## src/prq_pkg.sv

```systemverilog
// Shared types, constants and helpers for the priority ready queue scheduler.
`timescale 1ns / 1ps

package prq_pkg;

  localparam int THREADS = 8;
  localparam int LEVELS = 16;
  localparam int ID_W = $clog2(THREADS);
  localparam int LVL_W = $clog2(LEVELS);

  localparam logic [2:0] REQ_CREATE = 3'd0;
  localparam logic [2:0] REQ_YIELD = 3'd1;
  localparam logic [2:0] REQ_SLEEP = 3'd2;
  localparam logic [2:0] REQ_WAKE = 3'd3;
  localparam logic [2:0] REQ_GETID = 3'd4;
  localparam logic [2:0] REQ_CHPRI = 3'd5;
  localparam logic [2:0] REQ_EXIT = 3'd6;
  localparam logic [2:0] REQ_INT = 3'd7;

  localparam logic [1:0] ST_OK = 2'd0;
  localparam logic [1:0] ST_NOFREE = 2'd1;
  localparam logic [1:0] ST_BADTGT = 2'd2;
  localparam logic [1:0] ST_HALT = 2'd3;

  typedef struct packed {
    logic [2:0] req_type;
    logic [3:0] new_priority;
    logic       keep_priority;
    logic [2:0] target_thread;
  } sched_req_t;

  typedef struct packed {
    logic [1:0] status;
    logic [2:0] ret_thread;
    logic [3:0] ret_priority;
    logic [2:0] running_thread;
    logic       halted;
  } sched_res_t;

  typedef enum logic [2:0] {
    Q_NOP,
    Q_TAKE,
    Q_ENQ,
    Q_CREATE,
    Q_SETPRI,
    Q_FREE
  } q_op_t;

  typedef struct packed {
    q_op_t             op;
    logic [ID_W-1:0]   id;
    logic [3:0]        pri;
    logic [ID_W-1:0]   rd_id;
  } q_cmd_t;

  typedef struct packed {
    logic              any_free;
    logic [ID_W-1:0]   free_id;
    logic              any_ready;
    logic [ID_W-1:0]   pick_id;
    logic              rd_in_use;
    logic [LVL_W-1:0]  rd_prio;
  } q_stat_t;

  function automatic logic [LVL_W-1:0] clamp_level(input logic [3:0] p);
    logic [LVL_W-1:0] r;
    if (32'(p) >= LEVELS) begin
      r = LVL_W'(LEVELS - 1);
    end else begin
      r = LVL_W'(p);
    end
    return r;
  endfunction

endpackage

```

## src/priority_ready_queue_scheduler.sv

```systemverilog
// Top level of the priority ready queue scheduler: event sequencer and result register.
`timescale 1ns / 1ps

// A kernel event is one beat on req, taken at a rising edge with start high and busy low.
// Busy then stays high until the cycle in which done is high. Each event gives exactly one
// result beat on result, marked by done for a single cycle; the receiver cannot stall it.
// An event passes through a take state that takes the running thread off its queue, a
// request state, up to two states for queue insertions (create, wake, change priority),
// and a pick state that takes the head of the lowest-numbered non-empty priority queue.
// The single queue unit behind these states performs one queue operation per cycle.
// Once halted, an event returns the halt result from the take state. Busy is already
// low while done is high, so a new event may be accepted at the edge that ends the done
// cycle. Synchronous reset empties every queue, frees all thread slots, clears the
// running thread and the halt flag; the block is idle as soon as reset is released.
module priority_ready_queue_scheduler import prq_pkg::*; (
  input  logic       clk,
  input  logic       rst,
  input  logic       start,
  input  sched_req_t req,
  output logic       busy,
  output logic       done,
  output sched_res_t result
);

  typedef enum logic [2:0] {
    S_IDLE,
    S_TAKE,
    S_OP,
    S_ENQ1,
    S_ENQ2,
    S_PICK
  } state_t;

  localparam sched_res_t RES_HALTED = '{status: ST_HALT, ret_thread: 3'd0,
                                       ret_priority: 4'd0, running_thread: 3'd0,
                                       halted: 1'b1};

  state_t          state;
  sched_req_t      req_q;
  logic            run_valid;
  logic [ID_W-1:0] run_id;
  logic            halt_flag;
  logic [1:0]      status_q;
  logic [2:0]      ret_thread_q;
  logic [3:0]      ret_prio_q;
  logic            second_ok;
  logic [ID_W-1:0] second_id;
  q_cmd_t          cmd;
  q_stat_t         stat;
  logic            target_ok;

  assign busy = (state != S_IDLE);
  assign target_ok = (32'(req_q.target_thread) < THREADS) && stat.rd_in_use;

  prq_queue_unit u_queue (
    .clk  (clk),
    .rst  (rst),
    .cmd  (cmd),
    .stat (stat)
  );

  always_comb begin
    cmd.op = Q_NOP;
    cmd.id = run_id;
    cmd.pri = req_q.new_priority;
    cmd.rd_id = run_id;
    case (state)
      S_TAKE: begin
        if (!halt_flag && req_q.req_type != REQ_INT && run_valid) begin
          cmd.op = Q_TAKE;
        end
      end
      S_OP: begin
        case (req_q.req_type)
          REQ_CREATE: begin
            if (stat.any_free) begin
              cmd.op = Q_CREATE;
              cmd.id = stat.free_id;
            end
          end
          REQ_WAKE: begin
            cmd.rd_id = ID_W'(req_q.target_thread);
            if (run_valid) begin
              cmd.op = Q_ENQ;
            end
          end
          REQ_YIELD, REQ_GETID: begin
            if (run_valid) begin
              cmd.op = Q_ENQ;
            end
          end
          REQ_CHPRI: begin
            if (run_valid && !req_q.keep_priority) begin
              cmd.op = Q_SETPRI;
            end
          end
          REQ_EXIT: begin
            if (run_valid) begin
              cmd.op = Q_FREE;
            end
          end
          default: begin
          end
        endcase
      end
      S_ENQ1: begin
        if (run_valid) begin
          cmd.op = Q_ENQ;
        end
      end
      S_ENQ2: begin
        if (second_ok) begin
          cmd.op = Q_ENQ;
          cmd.id = second_id;
        end
      end
      default: begin
      end
    endcase
  end

  always_ff @(posedge clk) begin
    if (rst) begin
      state <= S_IDLE;
      run_valid <= 1'b0;
      halt_flag <= 1'b0;
      done <= 1'b0;
    end else begin
      done <= 1'b0;
      case (state)
        S_IDLE: begin
          if (start) begin
            req_q <= req;
            status_q <= ST_OK;
            ret_thread_q <= 3'd0;
            ret_prio_q <= 4'd0;
            second_ok <= 1'b0;
            state <= S_TAKE;
          end
        end
        S_TAKE: begin
          if (halt_flag) begin
            result <= RES_HALTED;
            done <= 1'b1;
            state <= S_IDLE;
          end else begin
            state <= S_OP;
          end
        end
        S_OP: begin
          case (req_q.req_type)
            REQ_CREATE: begin
              if (stat.any_free) begin
                ret_thread_q <= 3'(stat.free_id);
                second_ok <= 1'b1;
                second_id <= stat.free_id;
              end else begin
                status_q <= ST_NOFREE;
              end
              state <= S_ENQ1;
            end
            REQ_WAKE: begin
              if (target_ok) begin
                second_ok <= 1'b1;
                second_id <= ID_W'(req_q.target_thread);
              end else begin
                status_q <= ST_BADTGT;
              end
              state <= S_ENQ2;
            end
            REQ_GETID: begin
              if (run_valid) begin
                ret_thread_q <= 3'(run_id);
              end
              state <= S_PICK;
            end
            REQ_CHPRI: begin
              if (run_valid) begin
                ret_prio_q <= 4'(stat.rd_prio);
              end
              state <= S_ENQ1;
            end
            default: begin
              state <= S_PICK;
            end
          endcase
        end
        S_ENQ1: begin
          if (req_q.req_type == REQ_CREATE) begin
            state <= S_ENQ2;
          end else begin
            state <= S_PICK;
          end
        end
        S_ENQ2: begin
          state <= S_PICK;
        end
        S_PICK: begin
          done <= 1'b1;
          state <= S_IDLE;
          if (stat.any_ready) begin
            run_valid <= 1'b1;
            run_id <= stat.pick_id;
            result <= '{status: status_q, ret_thread: ret_thread_q,
                        ret_priority: ret_prio_q, running_thread: 3'(stat.pick_id),
                        halted: 1'b0};
          end else begin
            halt_flag <= 1'b1;
            run_valid <= 1'b0;
            result <= RES_HALTED;
          end
        end
        default: begin
          state <= S_IDLE;
        end
      endcase
    end
  end

`ifndef SYNTHESIS
  a_done_idle: assert property (@(posedge clk) disable iff (rst)
    done |-> !busy)
    else $error("result beat shown while an event is still in progress");

  a_halt_sticky: assert property (@(posedge clk) disable iff (rst)
    halt_flag |=> halt_flag)
    else $error("halt flag cleared without reset");

  a_halt_result: assert property (@(posedge clk) disable iff (rst)
    (done && result.halted) |-> (result.status == ST_HALT && result.running_thread == 3'd0))
    else $error("halted result beat carries wrong fields");

  a_accept_busy: assert property (@(posedge clk) disable iff (rst)
    (start && !busy) |=> busy)
    else $error("accepted event did not raise busy");
`endif

endmodule

```

## src/prq_queue_unit.sv

```systemverilog
// Ready queue store and the shared unit that applies one queue operation per cycle.
`timescale 1ns / 1ps

module prq_queue_unit import prq_pkg::*; (
  input  logic    clk,
  input  logic    rst,
  input  q_cmd_t  cmd,
  output q_stat_t stat
);

  logic [THREADS-1:0] in_use;
  logic [THREADS-1:0] ready;
  logic [THREADS-1:0] has_nxt;
  logic [LVL_W-1:0]   prio [THREADS];
  logic [ID_W-1:0]    nxt [THREADS];
  logic [ID_W-1:0]    head [LEVELS];
  logic [ID_W-1:0]    tail [LEVELS];
  logic [LEVELS-1:0]  nonempty;
  logic [LVL_W-1:0]   lv;
  logic [LVL_W-1:0]   pick_lv;

  assign lv = prio[cmd.id];

  always_comb begin
    stat.any_free = 1'b0;
    stat.free_id = '0;
    for (int i = THREADS - 1; i >= 0; i--) begin
      if (!in_use[i]) begin
        stat.any_free = 1'b1;
        stat.free_id = ID_W'(i);
      end
    end
    pick_lv = '0;
    for (int j = LEVELS - 1; j >= 0; j--) begin
      if (nonempty[j]) begin
        pick_lv = LVL_W'(j);
      end
    end
    stat.any_ready = |nonempty;
    stat.pick_id = head[pick_lv];
    stat.rd_in_use = in_use[cmd.rd_id];
    stat.rd_prio = prio[cmd.rd_id];
  end

  always_ff @(posedge clk) begin
    if (rst) begin
      in_use <= '0;
      ready <= '0;
      has_nxt <= '0;
      nonempty <= '0;
      for (int i = 0; i < THREADS; i++) begin
        prio[i] <= '0;
      end
    end else begin
      case (cmd.op)
        Q_TAKE: begin
          if (ready[cmd.id]) begin
            if (!has_nxt[cmd.id]) begin
              nonempty[lv] <= 1'b0;
            end
            ready[cmd.id] <= 1'b0;
            has_nxt[cmd.id] <= 1'b0;
          end
        end
        Q_ENQ: begin
          if (!ready[cmd.id]) begin
            has_nxt[cmd.id] <= 1'b0;
            if (nonempty[lv]) begin
              has_nxt[tail[lv]] <= 1'b1;
            end
            nonempty[lv] <= 1'b1;
            ready[cmd.id] <= 1'b1;
          end
        end
        Q_CREATE: begin
          in_use[cmd.id] <= 1'b1;
          ready[cmd.id] <= 1'b0;
          has_nxt[cmd.id] <= 1'b0;
          prio[cmd.id] <= clamp_level(cmd.pri);
        end
        Q_SETPRI: begin
          prio[cmd.id] <= clamp_level(cmd.pri);
        end
        Q_FREE: begin
          in_use[cmd.id] <= 1'b0;
          ready[cmd.id] <= 1'b0;
          has_nxt[cmd.id] <= 1'b0;
          prio[cmd.id] <= '0;
        end
        default: begin
        end
      endcase
    end
  end

  always_ff @(posedge clk) begin
    case (cmd.op)
      Q_TAKE: begin
        if (ready[cmd.id] && has_nxt[cmd.id]) begin
          head[lv] <= nxt[cmd.id];
        end
      end
      Q_ENQ: begin
        if (!ready[cmd.id]) begin
          if (nonempty[lv]) begin
            nxt[tail[lv]] <= cmd.id;
          end else begin
            head[lv] <= cmd.id;
          end
          tail[lv] <= cmd.id;
        end
      end
      default: begin
      end
    endcase
  end

`ifndef SYNTHESIS
  a_ready_in_use: assert property (@(posedge clk) disable iff (rst)
    (ready & ~in_use) == '0)
    else $error("ready thread slot is not in use");

  a_pick_ready: assert property (@(posedge clk) disable iff (rst)
    stat.any_ready |-> ready[stat.pick_id])
    else $error("head of the chosen level is not ready");

  a_enq_ready: assert property (@(posedge clk) disable iff (rst)
    (cmd.op == Q_ENQ && !ready[cmd.id]) |=> ready[$past(cmd.id)])
    else $error("enqueued thread did not become ready");
`endif

endmodule
```

## config.mk

```make
export PLATFORM = sky130hd
export DESIGN_NAME = priority_ready_queue_scheduler
export DESIGN_NICKNAME = d
export VERILOG_FILES = /design/src/prq_pkg.sv /design/src/priority_ready_queue_scheduler.sv /design/src/prq_queue_unit.sv
export SDC_FILE = /design/constraint.sdc
export NUM_CORES = 1
export LEC_CHECK = 0
export BUFFER_PORTS_ARGS = -buffer_cell sky130_fd_sc_hd__buf_2
export CAP_MARGIN = 10
export CORE_MARGIN = 3
export CORE_UTILIZATION = 50
export CTS_BUF_LIST = sky130_fd_sc_hd__clkbuf_8
export DETAILED_ROUTE_END_ITERATION = 7
export HOLD_SLACK_MARGIN = 0.05
export PLACE_DENSITY = 0.63
export RECOVER_POWER = 50
export SLEW_MARGIN = 10
export SYNTH_ARGS = -nofsm -noshare
export SYNTH_HDL_FRONTEND = slang
export SYNTH_SLANG_ARGS = --single-unit
```

## constraint.sdc

```tcl
create_clock -name clk -period 6.9 [get_ports clk]
set_input_delay 1.035 -clock clk [delete_from_list [all_inputs] [get_ports clk]]
set_output_delay 1.035 -clock clk [all_outputs]
set_load 0.02 [all_outputs]
```

Yosys cells after proc, flatten, opt, wreduce, memory -nomap -nowiden:

Memories as Yosys holds them, arrays and structs flattened.
Index checks and enable logic that the tools add are counted.

* flip-flop bits (word level): 86
* RAM bits: 152
* output and inout port bits: 15
* logic and storage cells: 244
* memories: 4

* magnitude comparators: 7
* eq/ne operators: 32
* multiplexer cells: 129
* bitwise gates (word level): 15
* reductions and logical operators: 34

Memory list
* u_queue.head: depth 16, bits a word 3, read ports 1, clocked after memory_dff 0, write ports 1, RTL line prq_queue_unit.sv:16 `logic [ID_W-1:0] head [LEVELS];`
* u_queue.tail: depth 16, bits a word 3, read ports 1, clocked after memory_dff 0, write ports 1, RTL line prq_queue_unit.sv:17 `logic [ID_W-1:0] tail [LEVELS];`
* u_queue.prio: depth 8, bits a word 4, read ports 2, clocked after memory_dff 0, write ports 8, RTL line prq_queue_unit.sv:14 `logic [LVL_W-1:0] prio [THREADS];`
* u_queue.nxt: depth 8, bits a word 3, read ports 1, clocked after memory_dff 0, write ports 1, RTL line prq_queue_unit.sv:15 `logic [ID_W-1:0] nxt [THREADS];`

Operator list (number)
* 4-bit two-way mux: 34
* 16-bit two-way mux: 3
* 8-bit case mux with 3 select lines: 2
* 1-bit two-way mux: 40
* 8-bit two-way mux: 5
* 3-bit two-way mux: 12
* 16-bit case mux with 2 select lines: 1
* 3-bit case mux with 2 select lines: 5
* 13-bit two-way mux: 2
* 13-bit case mux with 2 select lines: 1
* 8-bit AND: 3
* 8-bit OR: 3
* 3-bit case mux with 4 select lines: 2
* 3-bit == test (second input constant): 7
* 3-bit inequality test (second input constant): 6
* 6-bit AND reduction: 3
* 16-bit AND: 1
* 2-bit inequality test (second input constant): 8
* 16-bit NOT: 1
* 16-bit OR: 1
* 8-bit case mux with 2 select lines: 1
* 16-bit OR reduction: 1
* 3-bit by 2-bit == test with 1-bit output (second input constant): 5
* 3-bit case mux with 5 select lines: 1
* other kinds (31): 69

Logic depth before layout (Yosys ltp):

Gate-level depths: netlist (run 1).

* word-level depth: 21
* mapped depth: 16

Modules after synthesis:

From an unflattened synthesis (run 1), not the netlist that was laid out.

* cells, all modules: 927
* area total of the unflattened synthesis: 11168.2 um^2

Modules (own cells, without submodules)
* prq_queue_unit: instances 1, cells an instance 767, area an instance 9052.4 um^2
* priority_ready_queue_scheduler: instances 1, cells an instance 160, area an instance 2115.8 um^2

Worst setup path before layout (run 1):

OpenSTA, ideal clock, no wires.

* kind: flip-flop to flip-flop
* start point: reg req_q[10] in the netlist's numbering
* end point: mem u_queue.head[0][2] in the netlist's numbering, data pin
* setup time: 0.291 ns
* data arrival time: 3.717 ns
* required time: 6.609 ns
* slack: 2.892 ns
* cell stages (with the launch flop): 13
* clock period less this slack: 4.008 ns
* cell sequence: edfxtp_1 nor3_2 o21a_1 o21ai_1 a221oi_2 buf_2 a2111oi_0 a31oi_1 nor2b_1 o21ai_1 a41oi_4 nor3_1 a21oi_1

* longest elaborated chain between the ends: 11
* elaborated cells on any way between the ends: 27

RTL lines
* from (decl): RTL line priority_ready_queue_scheduler.sv:39 `sched_req_t req_q;`
* from (signal assigned): RTL line priority_ready_queue_scheduler.sv:133 `req_q <= req;`
* 3-bit zero test: RTL line priority_ready_queue_scheduler.sv:74 `case (req_q.req_type)`
* 3-bit two-way mux: RTL line priority_ready_queue_scheduler.sv:74
* 3-bit case mux with 2 select lines: RTL line priority_ready_queue_scheduler.sv:67 `case (state)`
* memory read 8 x 4 bit
* 1-bit binary-select mux with 4-bit select: RTL line prq_queue_unit.sv:105 `if (nonempty[lv]) begin`
* 1-bit two-way mux (implied by the code): RTL line prq_queue_unit.sv:105
* 1-bit two-way mux: RTL line prq_queue_unit.sv:105
* 1-bit two-way mux: RTL line prq_queue_unit.sv:104 `if (!ready[cmd.id]) begin`
* 1-bit two-way mux: RTL line prq_queue_unit.sv:97 `case (cmd.op)`
* 1-bit two-way mux (implied by the code): RTL line prq_queue_unit.sv:108 `head[lv] <= cmd.id;`
* 3-bit two-way mux (no line) *
* to (decl): RTL line prq_queue_unit.sv:16

Every way passes the cells marked *; elsewhere a longest branch is shown, timed or not. The select of a mux whose other input is x is not followed.

Worst setup path after layout (run 1):

* start point: reg state[1]
* end point: mem u_queue.head[11][1] in the netlist's numbering, data pin

* longest elaborated chain between the ends: 10
* elaborated cells on any way between the ends: 18

RTL lines
* from (decl): RTL line priority_ready_queue_scheduler.sv:38 `state_t state;`
* from (signal assigned): RTL line priority_ready_queue_scheduler.sv:124 `state <= S_IDLE;`
* from (signal assigned): RTL line priority_ready_queue_scheduler.sv:138 `state <= S_TAKE;`
* from (signal assigned): RTL line priority_ready_queue_scheduler.sv:145 `state <= S_IDLE;`
* 3-bit == test or 3-bit by 2-bit == test with 1-bit output (tied branches): RTL line priority_ready_queue_scheduler.sv:67
* 3-bit case mux with 2 select lines: RTL line priority_ready_queue_scheduler.sv:67
* memory read 8 x 4 bit
* 1-bit binary-select mux with 4-bit select: RTL line prq_queue_unit.sv:105
* 1-bit two-way mux (implied by the code): RTL line prq_queue_unit.sv:105
* 1-bit two-way mux: RTL line prq_queue_unit.sv:105
* 1-bit two-way mux: RTL line prq_queue_unit.sv:104
* 1-bit two-way mux: RTL line prq_queue_unit.sv:97
* 1-bit two-way mux (implied by the code): RTL line prq_queue_unit.sv:108
* 3-bit two-way mux (no line) *

Marks and branches as above.

==> flow_metrics.tcl, run 1 <==
set metrics [dict create \
    seq_area_frac_synth 0.5946 \
    synth_area_leaders "edfxtp_1, dfxtp_1, nor2_1" \
    synth.net_count 980 \
    cts_root_buffer "clkbuf_8" \
    rsz0062_at_grt "false" \
    hold_viol_final 0 \
    post_cts_resized 0 \
    fp.dieW_um 156.0 \
    track_usage 0.2354 \
    setup_viol 0 \
    r2r_slack_ps 1070 \
    worst_slew_pin_slew_ps 2241 \
    cp.arrival_ps 5990 \
    vias 8097 \
    syn_avg_cell_area_um2 11.64 \
    crit_path_top_delay_cell "clkbuf_1" \
    ys_ff_latch 238 \
    yosysTopAreaCell "edfxtp_1" \
    crit_buf_inv 5 \
    viasPerCell 6.120 \
    cp.required_ps 7060 \
    yosysWarnings 0 \
    critical_path.top_delay_family "compound AO/OA/AOI/OAI gates" \
    cts_sinks 238 \
    vdd_drop_max_uv 138.6 \
    power_frac_clock 0.352 \
    first_pass_iters 7 \
    io_buffers 28 \
    nets 1029 \
    final.min_clock_period_ps 5829 \
    crit_cells 14 \
    p_total_w 0.003252 \
    num_antenna_cells 0 \
    drc 0 \
    cp-startpoint "state[1]$_SDFFE_PP0N_" \
    hpwl_mm 20.15 \
    yosysUniqueCellTypes 72 \
    r2r_start "state[1]$_SDFFE_PP0N_" \
    post_cts_buffers 0 \
    num_io_pins 29 \
    synthFlopType "edfxtp_1" \
    grt_pass1_vias 7761 \
    hp-class "reg -> reg" \
    routed_wl_mm 28.75 \
    switching_share 0.2768 \
    dieArea_um2 24330 \
    design_area_um2 12390 \
    synthTopCellsByCount "edfxtp_1, nor2_1, nand2_1" \
    core_um2 21960 \
    ctsHoldBuffers 0 \
    grt_pass1_wl_mm 44.39 \
    outcome "complete, but fails checks" \
    cts_tree "built" \
    fmax_ghz 0.1715 \
    r2r_cells 14 \
    seqPwrFrac 0.500 \
    yosysMostFrequentCell "edfxtp_1" \
    crit_fanout 36 \
    path_class "reg -> reg" \
    drive_above_1_share 0.1333 \
    power.internal_w 0.002352 \
    fillers 1883 \
    grt_max_degree 59 \
    fin_tns_setup_ps 0 \
    synthArstFlopShare 0 \
    fp-row-count 54 \
    clkTransAtPathRegs_ps 60 \
    violations "capacitance limit, slew limit" \
    crit_path_max_incr_delay_ps 1150 \
    gp_congestion 0.9494 \
    die_y_um 156.0 \
    relSlewSlack -0.4939 \
    comb_power_share 0.148 \
    clk_latency_ps 530 \
    netlist_instances 966 \
    drtAntennaViolNets 0 \
    antenna_found_initial 0 \
    globalRouteOverflowTotal 0 \
    skew_ps 27.60 \
    cp-end-kind "flip-flop" \
    crit_chain "or3b_1 > buf_4 > inv_1 > o211a_1 > o211a_1 > nor2_1 > clkbuf_1 > clkinv_1 > clkbuf_1 > nand2_1 > a21oi_1 > a21oi_1 > o22a_1 > o21ai_1" \
    drtIter0Drc 772 \
    wl_per_cell_um 21.73 \
    hold_path_depth 2 \
    start_kind "flip-flop" \
    placed_area_um2 11710 \
    r2r_end "u_queue.head[11][1]$_DFFE_PP_" \
    synth_edf_count 192 \
    p_sw_w 0.0009001 \
    synth_top_cell_area_share 0.5127 \
    fin_crit_sh 0.8448 \
    start_util 0.5121 \
    areaGrowthSynthToFinish_pct 10.15 \
    max_cap_violations 4 \
    p_leak_nw 4.246 \
    cts_max_level 2 \
    clockBufferDepth 3 \
    maxSlewViolCount 120 \
    powerDensity_nw_per_um2 262.5 \
    crit_end "u_queue.head[11][1]$_DFFE_PP_" \
    syn_area_um2 11250 \
    cts_buffers 40 \
]
-- how the worst min path moves through the flow --
stage / from / endpoint / slack [ps]
4_1_cts: flip-flop / flip-flop / 460
3_5_place_dp: flip-flop / flip-flop / 450
2_1_floorplan: flip-flop / flip-flop / 440
6_report: flip-flop / flip-flop / 460
3_3_place_gp: flip-flop / flip-flop / 450
5_1_grt: flip-flop / flip-flop / 480
-- power by group through the flow --
stage          clock, W  combinational (W)  sequential, W
2_1_floorplan         0           0.000330        0.00164
3_3_place_gp          0           0.000471        0.00165
3_5_place_dp          0           0.000474        0.00165
4_1_cts         0.00117           0.000475        0.00162
5_1_grt         0.00124           0.000516        0.00163
6_report        0.00115           0.000481        0.00162
-- routing by layer --
metal	GRT usage	vias up	share of wire
met5	0	-	0
met4	0.07738	0	0.029
met1	0.3372	3896	0.45
met2	0.3596	357	0.45
li1	-	3774	-
met3	0.05215	70	0.076
-- through the flow --
| stage | util | setup WS, ps | std cells | hold slack [ps] |
|---|---|---|---|---|
| 2_1_floorplan | - | 2892 | 966 | 435.7 |
| 3_3_place_gp | 0.5334 | 1689 | 1252 | 449.4 |
| 3_5_place_dp | 0.5334 | 1391 | 1252 | 450.4 |
| 4_1_cts | 0.5666 | 1312 | 1322 | 459.4 |
| 5_1_grt | 0.5641 | 637.7 | 1323 | 480.9 |
| 6_report | 0.5641 | 1071 | 1323 | 457.4 |
-- cell families (layout without fill, tap and decap cells) --
| kind of cell | count (synthesis) | count (layout) | share of synthesized area |
|---|---|---|---|
| mux | 79 | 79 | 0.09401 |
| buf+inv | 76 | 153 | 0.02859 |
| simple gates | 353 | 353 | 0.1466 |
| flops | 238 | 238 | 0.5946 |
| compound gates | 220 | 220 | 0.1362 |
-- cells in the final DEF (no fill, tap or decap), types with 6 or more instances in the layout --
cell / count
a211oi_1: 17
a21oi_1: 56
a221oi_1: 6
a31oi_1: 12
and2_0: 7
and3_1: 8
buf_2: 13
buf_4: 18
clkbuf_1: 19
clkbuf_8: 43
clkinv_1: 6
dfxtp_1: 46
edfxtp_1: 192
inv_1: 48
mux2_2: 18
mux2i_1: 40
mux4_2: 19
nand2_1: 91
nand2b_1: 9
nand3_1: 36
nand4_1: 18
nor2_1: 130
nor2b_1: 6
nor3_1: 19
o211ai_1: 27
o21a_1: 12
o21ai_0: 25
o21ai_1: 14
-- worst register-to-register path, stage by stage (launching register included) --
cell,delay [ps]
dfxtp_1,590
or3b_1,390
buf_4,210
inv_1,190
o211a_1,440
o211a_1,280
nor2_1,80
clkbuf_1,310
clkinv_1,240
clkbuf_1,1150
nand2_1,140
a21oi_1,270
a21oi_1,70
o22a_1,240
o21ai_1,870
-- cell type report --
cell class	count	area (um^2)	share of cell area
flip-flops and latches	238	6686	0.5398
multi-input cells	652	4223	0.3409
clock buffers	43	591.8	0.04778
well taps	280	350.3	0.02828
repair buffers	50	271.5	0.02192
clock inverters	27	135.1	0.01091
inverters	33	128.9	0.01040
Note: power is estimated with default switching activity, not from simulation.
==> run 2, diff against run 1 <==
==> constraint.sdc (replaced) <==
create_clock -name clk -period 5.73 [get_ports clk]
set_input_delay 0.8595 -clock clk [delete_from_list [all_inputs] [get_ports clk]]
set_output_delay 0.8595 -clock clk [all_outputs]
set_load 0.02 [all_outputs]
==> run 2 against run 1 <==
Effect of this change: the flow still finishes with violations (capacitance limit, slew limit); wire length fell by 0.20%; highest routed layer unchanged; flip-flop and latch count unchanged; core utilization rose by 0.59 points.
==> flow_metrics.tcl, run 2 (synthesis gave the netlist of run 1 again) <==
set metrics [dict create \
    grt_pass1_vias 7906 \
    cp-end-kind "flip-flop" \
    final_util 0.5700 \
    start_kind "flip-flop" \
    nets 1035 \
    max_cap_violations 3 \
    core_um2 21960 \
    wl_per_cell_um 21.53 \
    violations "capacitance limit, slew limit" \
    start_util 0.5121 \
    clockBufferDepth 3 \
    top_signal_layer_used "met4" \
    gp_congestion 0.9156 \
    drtAntennaViolNets 0 \
    io_buffers 28 \
    relSlewSlack -0.4538 \
    skew_ps 27.45 \
    final.min_clock_period_ps 5252 \
    whs_ps 458.3 \
    clk_latency_ps 540 \
    m1WireLength_mm 12.79 \
    post_cts_resized 0 \
    post_cts_buffers 0 \
    p_leak_nw 4.299 \
    setup_viol 0 \
    globalRouteOverflowTotal 0 \
    grt_pass1_wl_mm 44.16 \
    wl_met2_mm 13.16 \
    final_common_cell "edfxtp_1" \
    fmax_ghz 0.1904 \
    routed_wl_mm 28.70 \
    final_cell_mix "edfxtp_1, nor2_1, nand2_1" \
    worst_slew_pin_slew_ps 2181 \
    cts_max_level 2 \
    cts_buffers 40 \
    powerDensity_nw_per_um2 320.8 \
    drtIter0Drc 817 \
    ctsHoldBuffers 0 \
    drive_above_1_share 0.1453 \
    dpl_worst_slack_ps 558.6 \
    rsz0062_at_grt "false" \
    first_pass_iters 5 \
    viasPerCell 6.131 \
    hpwl_mm 20.24 \
    antenna_found_initial 0 \
    cts_tree "built" \
    num_io_pins 29 \
    track_usage 0.2331 \
    path_class "reg -> reg" \
    setup_slack_ps 477.5 \
    cp.required_ps 5930 \
    cts_root_buffer "clkbuf_8" \
    hold_viol_final 0 \
    hp-class "reg -> reg" \
    fin_tns_setup_ps 0 \
    vdd_drop_max_uv 201.8 \
    vias 8172 \
    num_antenna_cells 0 \
    met3_length_mm 2.174 \
    areaGrowthSynthToFinish_pct 11.29 \
    outcome "complete, but fails checks" \
    fin_crit_sh 0.9167 \
    drc 0 \
    dieArea_um2 24330 \
    clkTransAtPathRegs_ps 60 \
    fp-row-count 54 \
    crit_fanout 28 \
    cp.arrival_ps 5460 \
    fp.dieW_um 156.0 \
    grt_max_degree 42 \
    cts_sinks 238 \
    die_y_um 156.0 \
    maxSlewViolCount 83 \
]
-- run 2: final timing paths --
check	cells after the start	slack [ps]	to	start
min	2	460	flip-flop	flip-flop
max reg2reg	12	480	u_queue.nxt[1][0]$_DFFE_PP_	state[2]$_SDFFE_PP0N_
max	12	480	u_queue.nxt[1][0]$_DFFE_PP_	state[2]$_SDFFE_PP0N_
min reg2reg	2	460	flip-flop	flip-flop
-- run 2: report_power, final --
group	switching, W	internal (W)
combinational	0.000405	0.000175
sequential	0.0000243	0.00193
clock	0.000675	0.000808
-- run 2: layer usage --
metal / global-route usage / up-vias
li1: - / 3786
met1: 0.3387 / 3988
met2: 0.3631 / 341
met3: 0.04466 / 57
met4: 0.06140 / 0
met5: 0 / -
-- run 2: stage by stage --
stage | power [W] | cell area (um^2) | std cells
after floorplan | 0.002372 | 11250 | 966
after global placement | 0.002562 | 11770 | 1259
after detailed placement | 0.002564 | 11770 | 1259
after CTS | 0.004048 | 12560 | 1333
after global routing | 0.004178 | 12520 | 1333
final | 0.004016 | 12520 | 1333
-- run 2: worst max-delay path: stages, from the launching register on --
cell and delay, ps:
dfxtp_1 610, and4bb_1 340, mux2_1 470, o21ai_4 400, clkinv_4 320, mux2i_1 190
mux2_4 280, a221o_1 440, nor2_4 340, mux2_2 400, o211ai_1 220, nand4bb_1 470
nor2_1 420
-- run 2: cell type report --
class                           count  area [um^2]
Tap cell                          280        350.3
Timing Repair Buffer               56        319.1
Sequential cell                   238         6686
Fill cell                        1844         9443
Clock buffer                       41        564.3
Inverter                           33        128.9
Clock inverter                     33        227.7
Multi-Input combinational cell    652         4239
==> run 3, diff against run 2 <==
--- a/config.mk
+++ b/config.mk
@@ -17,4 +17,5 @@
 export SLEW_MARGIN = 10
 export SYNTH_ARGS = -nofsm -noshare
 export SYNTH_HDL_FRONTEND = slang
+export SYNTH_HIERARCHICAL = 1
 export SYNTH_SLANG_ARGS = --single-unit
==> run 3 against run 2 <==
Effect of this change: the flow now finishes without violations; via count fell by 7.4%; register-to-register slack improved by 70 ps; worst hold slack better by 25 ps; fmax rose by 1.4%; total power decreased by 9.9%; combinational power fell by 59%; clock skew is 5.1 ps lower; clock-buffer cell count rose by 3; synthesized area shrank 0.69%; critical endpoint is now u_queue/head[12][1]$_DFFE_PP_.
==> flow_metrics.tcl, run 3 <==
set metrics [dict create \
    first_pass_iters 5 \
    track_usage 0.2188 \
    dieArea_um2 24170 \
    rsz0062_at_grt "false" \
    skew_ps 22.39 \
    met3_length_mm 1.694 \
    yosysMostFrequentCell "edfxtp_1" \
    m1WireLength_mm 11.99 \
    vias 7569 \
    antenna_found_initial 0 \
    drive_above_1_share 0.1532 \
    gp_congestion 0.8581 \
    syn_area_um2 11170 \
    ctsHoldBuffers 0 \
    power_frac_clock 0.403 \
    num_io_pins 29 \
    p_sw_w 0.0008429 \
    power.internal_w 0.002776 \
    fillers 1885 \
    synthTopCellsByCount "edfxtp_1, nand2_1, nor2_1" \
    drtAntennaViolNets 0 \
    powerDensity_nw_per_um2 292.6 \
    post_cts_resized 0 \
    wl_per_cell_um 20.29 \
    p_leak_nw 4.284 \
    start_util 0.5102 \
    synth_edf_count 192 \
    start_kind "flip-flop" \
    netlist_instances 927 \
    fmax_ghz 0.1930 \
    final_cell_mix "edfxtp_1, nand2_1, nor2_1" \
    crit_fanout 25 \
    seq_area_frac_synth 0.5987 \
    relSlewSlack 0.3092 \
    top_signal_layer_used "met4" \
    yosysTopAreaCell "edfxtp_1" \
    globalRouteOverflowTotal 0 \
    vdd_drop_max_uv 216.8 \
    cts_buffers 40 \
    hpwl_mm 17.86 \
    hp-class "reg -> reg" \
    critical_path.top_delay_family "compound AO/OA/AOI/OAI gates" \
    die_y_um 155.5 \
    yosysUniqueCellTypes 70 \
    synth.net_count 941 \
    yosysWarnings 6 \
    fin_crit_sh 0.9041 \
    path_class "reg -> reg" \
    switching_share 0.2329 \
    syn_avg_cell_area_um2 12.05 \
    cts_sinks 238 \
    fp.dieW_um 155.5 \
    fp-row-count 54 \
    cp.required_ps 5920 \
    cts_root_buffer "clkbuf_8" \
    crit_top_cell "nor2b_1" \
    max_cap_violations 0 \
    num_antenna_cells 0 \
    cts_max_level 2 \
    crit_buf_inv 2 \
    wl_met2_mm 11.91 \
    setup_viol 0 \
    io_buffers 28 \
    grt_pass1_wl_mm 42.01 \
    crit_path_max_incr_delay_ps 590 \
    worst_slew_pin_slew_ps 1036 \
    cp.arrival_ps 5370 \
    ys_ff_latch 238 \
    synthArstFlopShare 0 \
    viasPerCell 5.890 \
    maxSlewViolCount 0 \
    drtIter0Drc 566 \
    clkTransAtPathRegs_ps 70 \
    post_cts_buffers 0 \
    clk_latency_ps 530 \
    crit_path_top_delay_cell "a221o_2" \
    routed_wl_mm 26.08 \
    cp-end-kind "flip-flop" \
    synth_top_cell_area_share 0.5162 \
    nets 988 \
    grt_pass1_vias 7529 \
    seqPwrFrac 0.531 \
    final_common_cell "edfxtp_1" \
    cts_tree "built" \
    grt_max_degree 61 \
    hold_viol_final 0 \
    areaGrowthSynthToFinish_pct 10.73 \
    final.min_clock_period_ps 5180 \
    synthFlopType "edfxtp_1" \
    core_um2 21890 \
    p_total_w 0.003619 \
    drc 0 \
    comb_power_share 0.065 \
    fin_tns_setup_ps 0 \
    synth_area_leaders "edfxtp_1, dfxtp_1, mux4_2" \
    crit_chain "nand4_1 > or3_1 > a31oi_1 > a221o_2 > clkbuf_1 > and3_1 > a22oi_1 > o21ai_1 > nor2b_1 > buf_4 > a32o_1 > o21ai_2 > a21boi_0 > nor2b_1" \
    clockBufferDepth 3 \
    outcome "finished, final reports clean" \
]
==> run 3: changes by cell type after synthesis, sizes merged, moves of 11 or more <==
cell and change:
and2 +17, nand2 +16, o211ai -26, nor2b +16, inv -14, nand4 -12, nor2 -30, a211oi -14
nor3 -11, nand3 -15, o21a -11, nand2b +13
==> run 3: tightest hold or removal path, stage by stage, from the launching register on <==
cell and delay, ps:
dfxtp_1 310, o21ai_0 70, a21oi_1 60
==> run 3: metrics by stage <==
step           cell area (um^2)  setup slack [ps]  cells  utilization  hold slack (ps)
2_1_floorplan             11170              1015    927            -            450.5
3_3_place_gp              11640             946.0   1212       0.5320            461.7
3_5_place_dp              11640             787.0   1212       0.5320            468.3
4_1_cts                   12430             744.0   1285       0.5678            473.9
5_1_grt                   12370             181.7   1285       0.5649            472.4
6_report                  12370             549.8   1285       0.5649            483.0
==> run 3: cell families after synthesis <==
family / count (synthesis) / share of synthesized area
flops: 238 / 0.5987
mux: 85 / 0.1126
xor+xnor: 2 / 0.001569
simple gates: 355 / 0.1564
compound gates: 178 / 0.1035
buf+inv: 69 / 0.02722
==> run 3: power by group through the flow <==
stage / registers (W) / clock network, W / logic [W]
6_report: 0.00192 / 0.00146 / 0.000236
5_1_grt: 0.00193 / 0.00158 / 0.000261
4_1_cts: 0.00192 / 0.00150 / 0.000240
3_5_place_dp: 0.00196 / 0 / 0.000239
3_3_place_gp: 0.00196 / 0 / 0.000237
2_1_floorplan: 0.00195 / 0 / 0.000173
==> run 3: layout make-up <==
type,instances,area [um^2],area share
sequential,238,6686,0.5407
multi-input combinational,620,4169,0.3371
clock buffer,44,605.6,0.04897
tap,280,350.3,0.02833
timing repair buffer,55,305.3,0.02469
clock inverter,29,178.9,0.01447
inverter,19,71.32,0.005767
==> run 3: metal layers <==
metal	global-route usage	vias up
met4	0.05836	0
met3	0.04812	41
li1	-	3568
met2	0.3309	237
met1	0.3230	3723
met5	0	-
==> run 3: worst paths after layout <==
path,startpoint,endpoint,slack [ps],cells after the start
setup / recovery,flip-flop,u_queue/head[12][1]$_DFFE_PP_,550,14
hold / removal,flip-flop,flip-flop,480,2
setup reg to reg,flip-flop,u_queue/head[12][1]$_DFFE_PP_,550,14
hold reg to reg,flip-flop,flip-flop,480,2
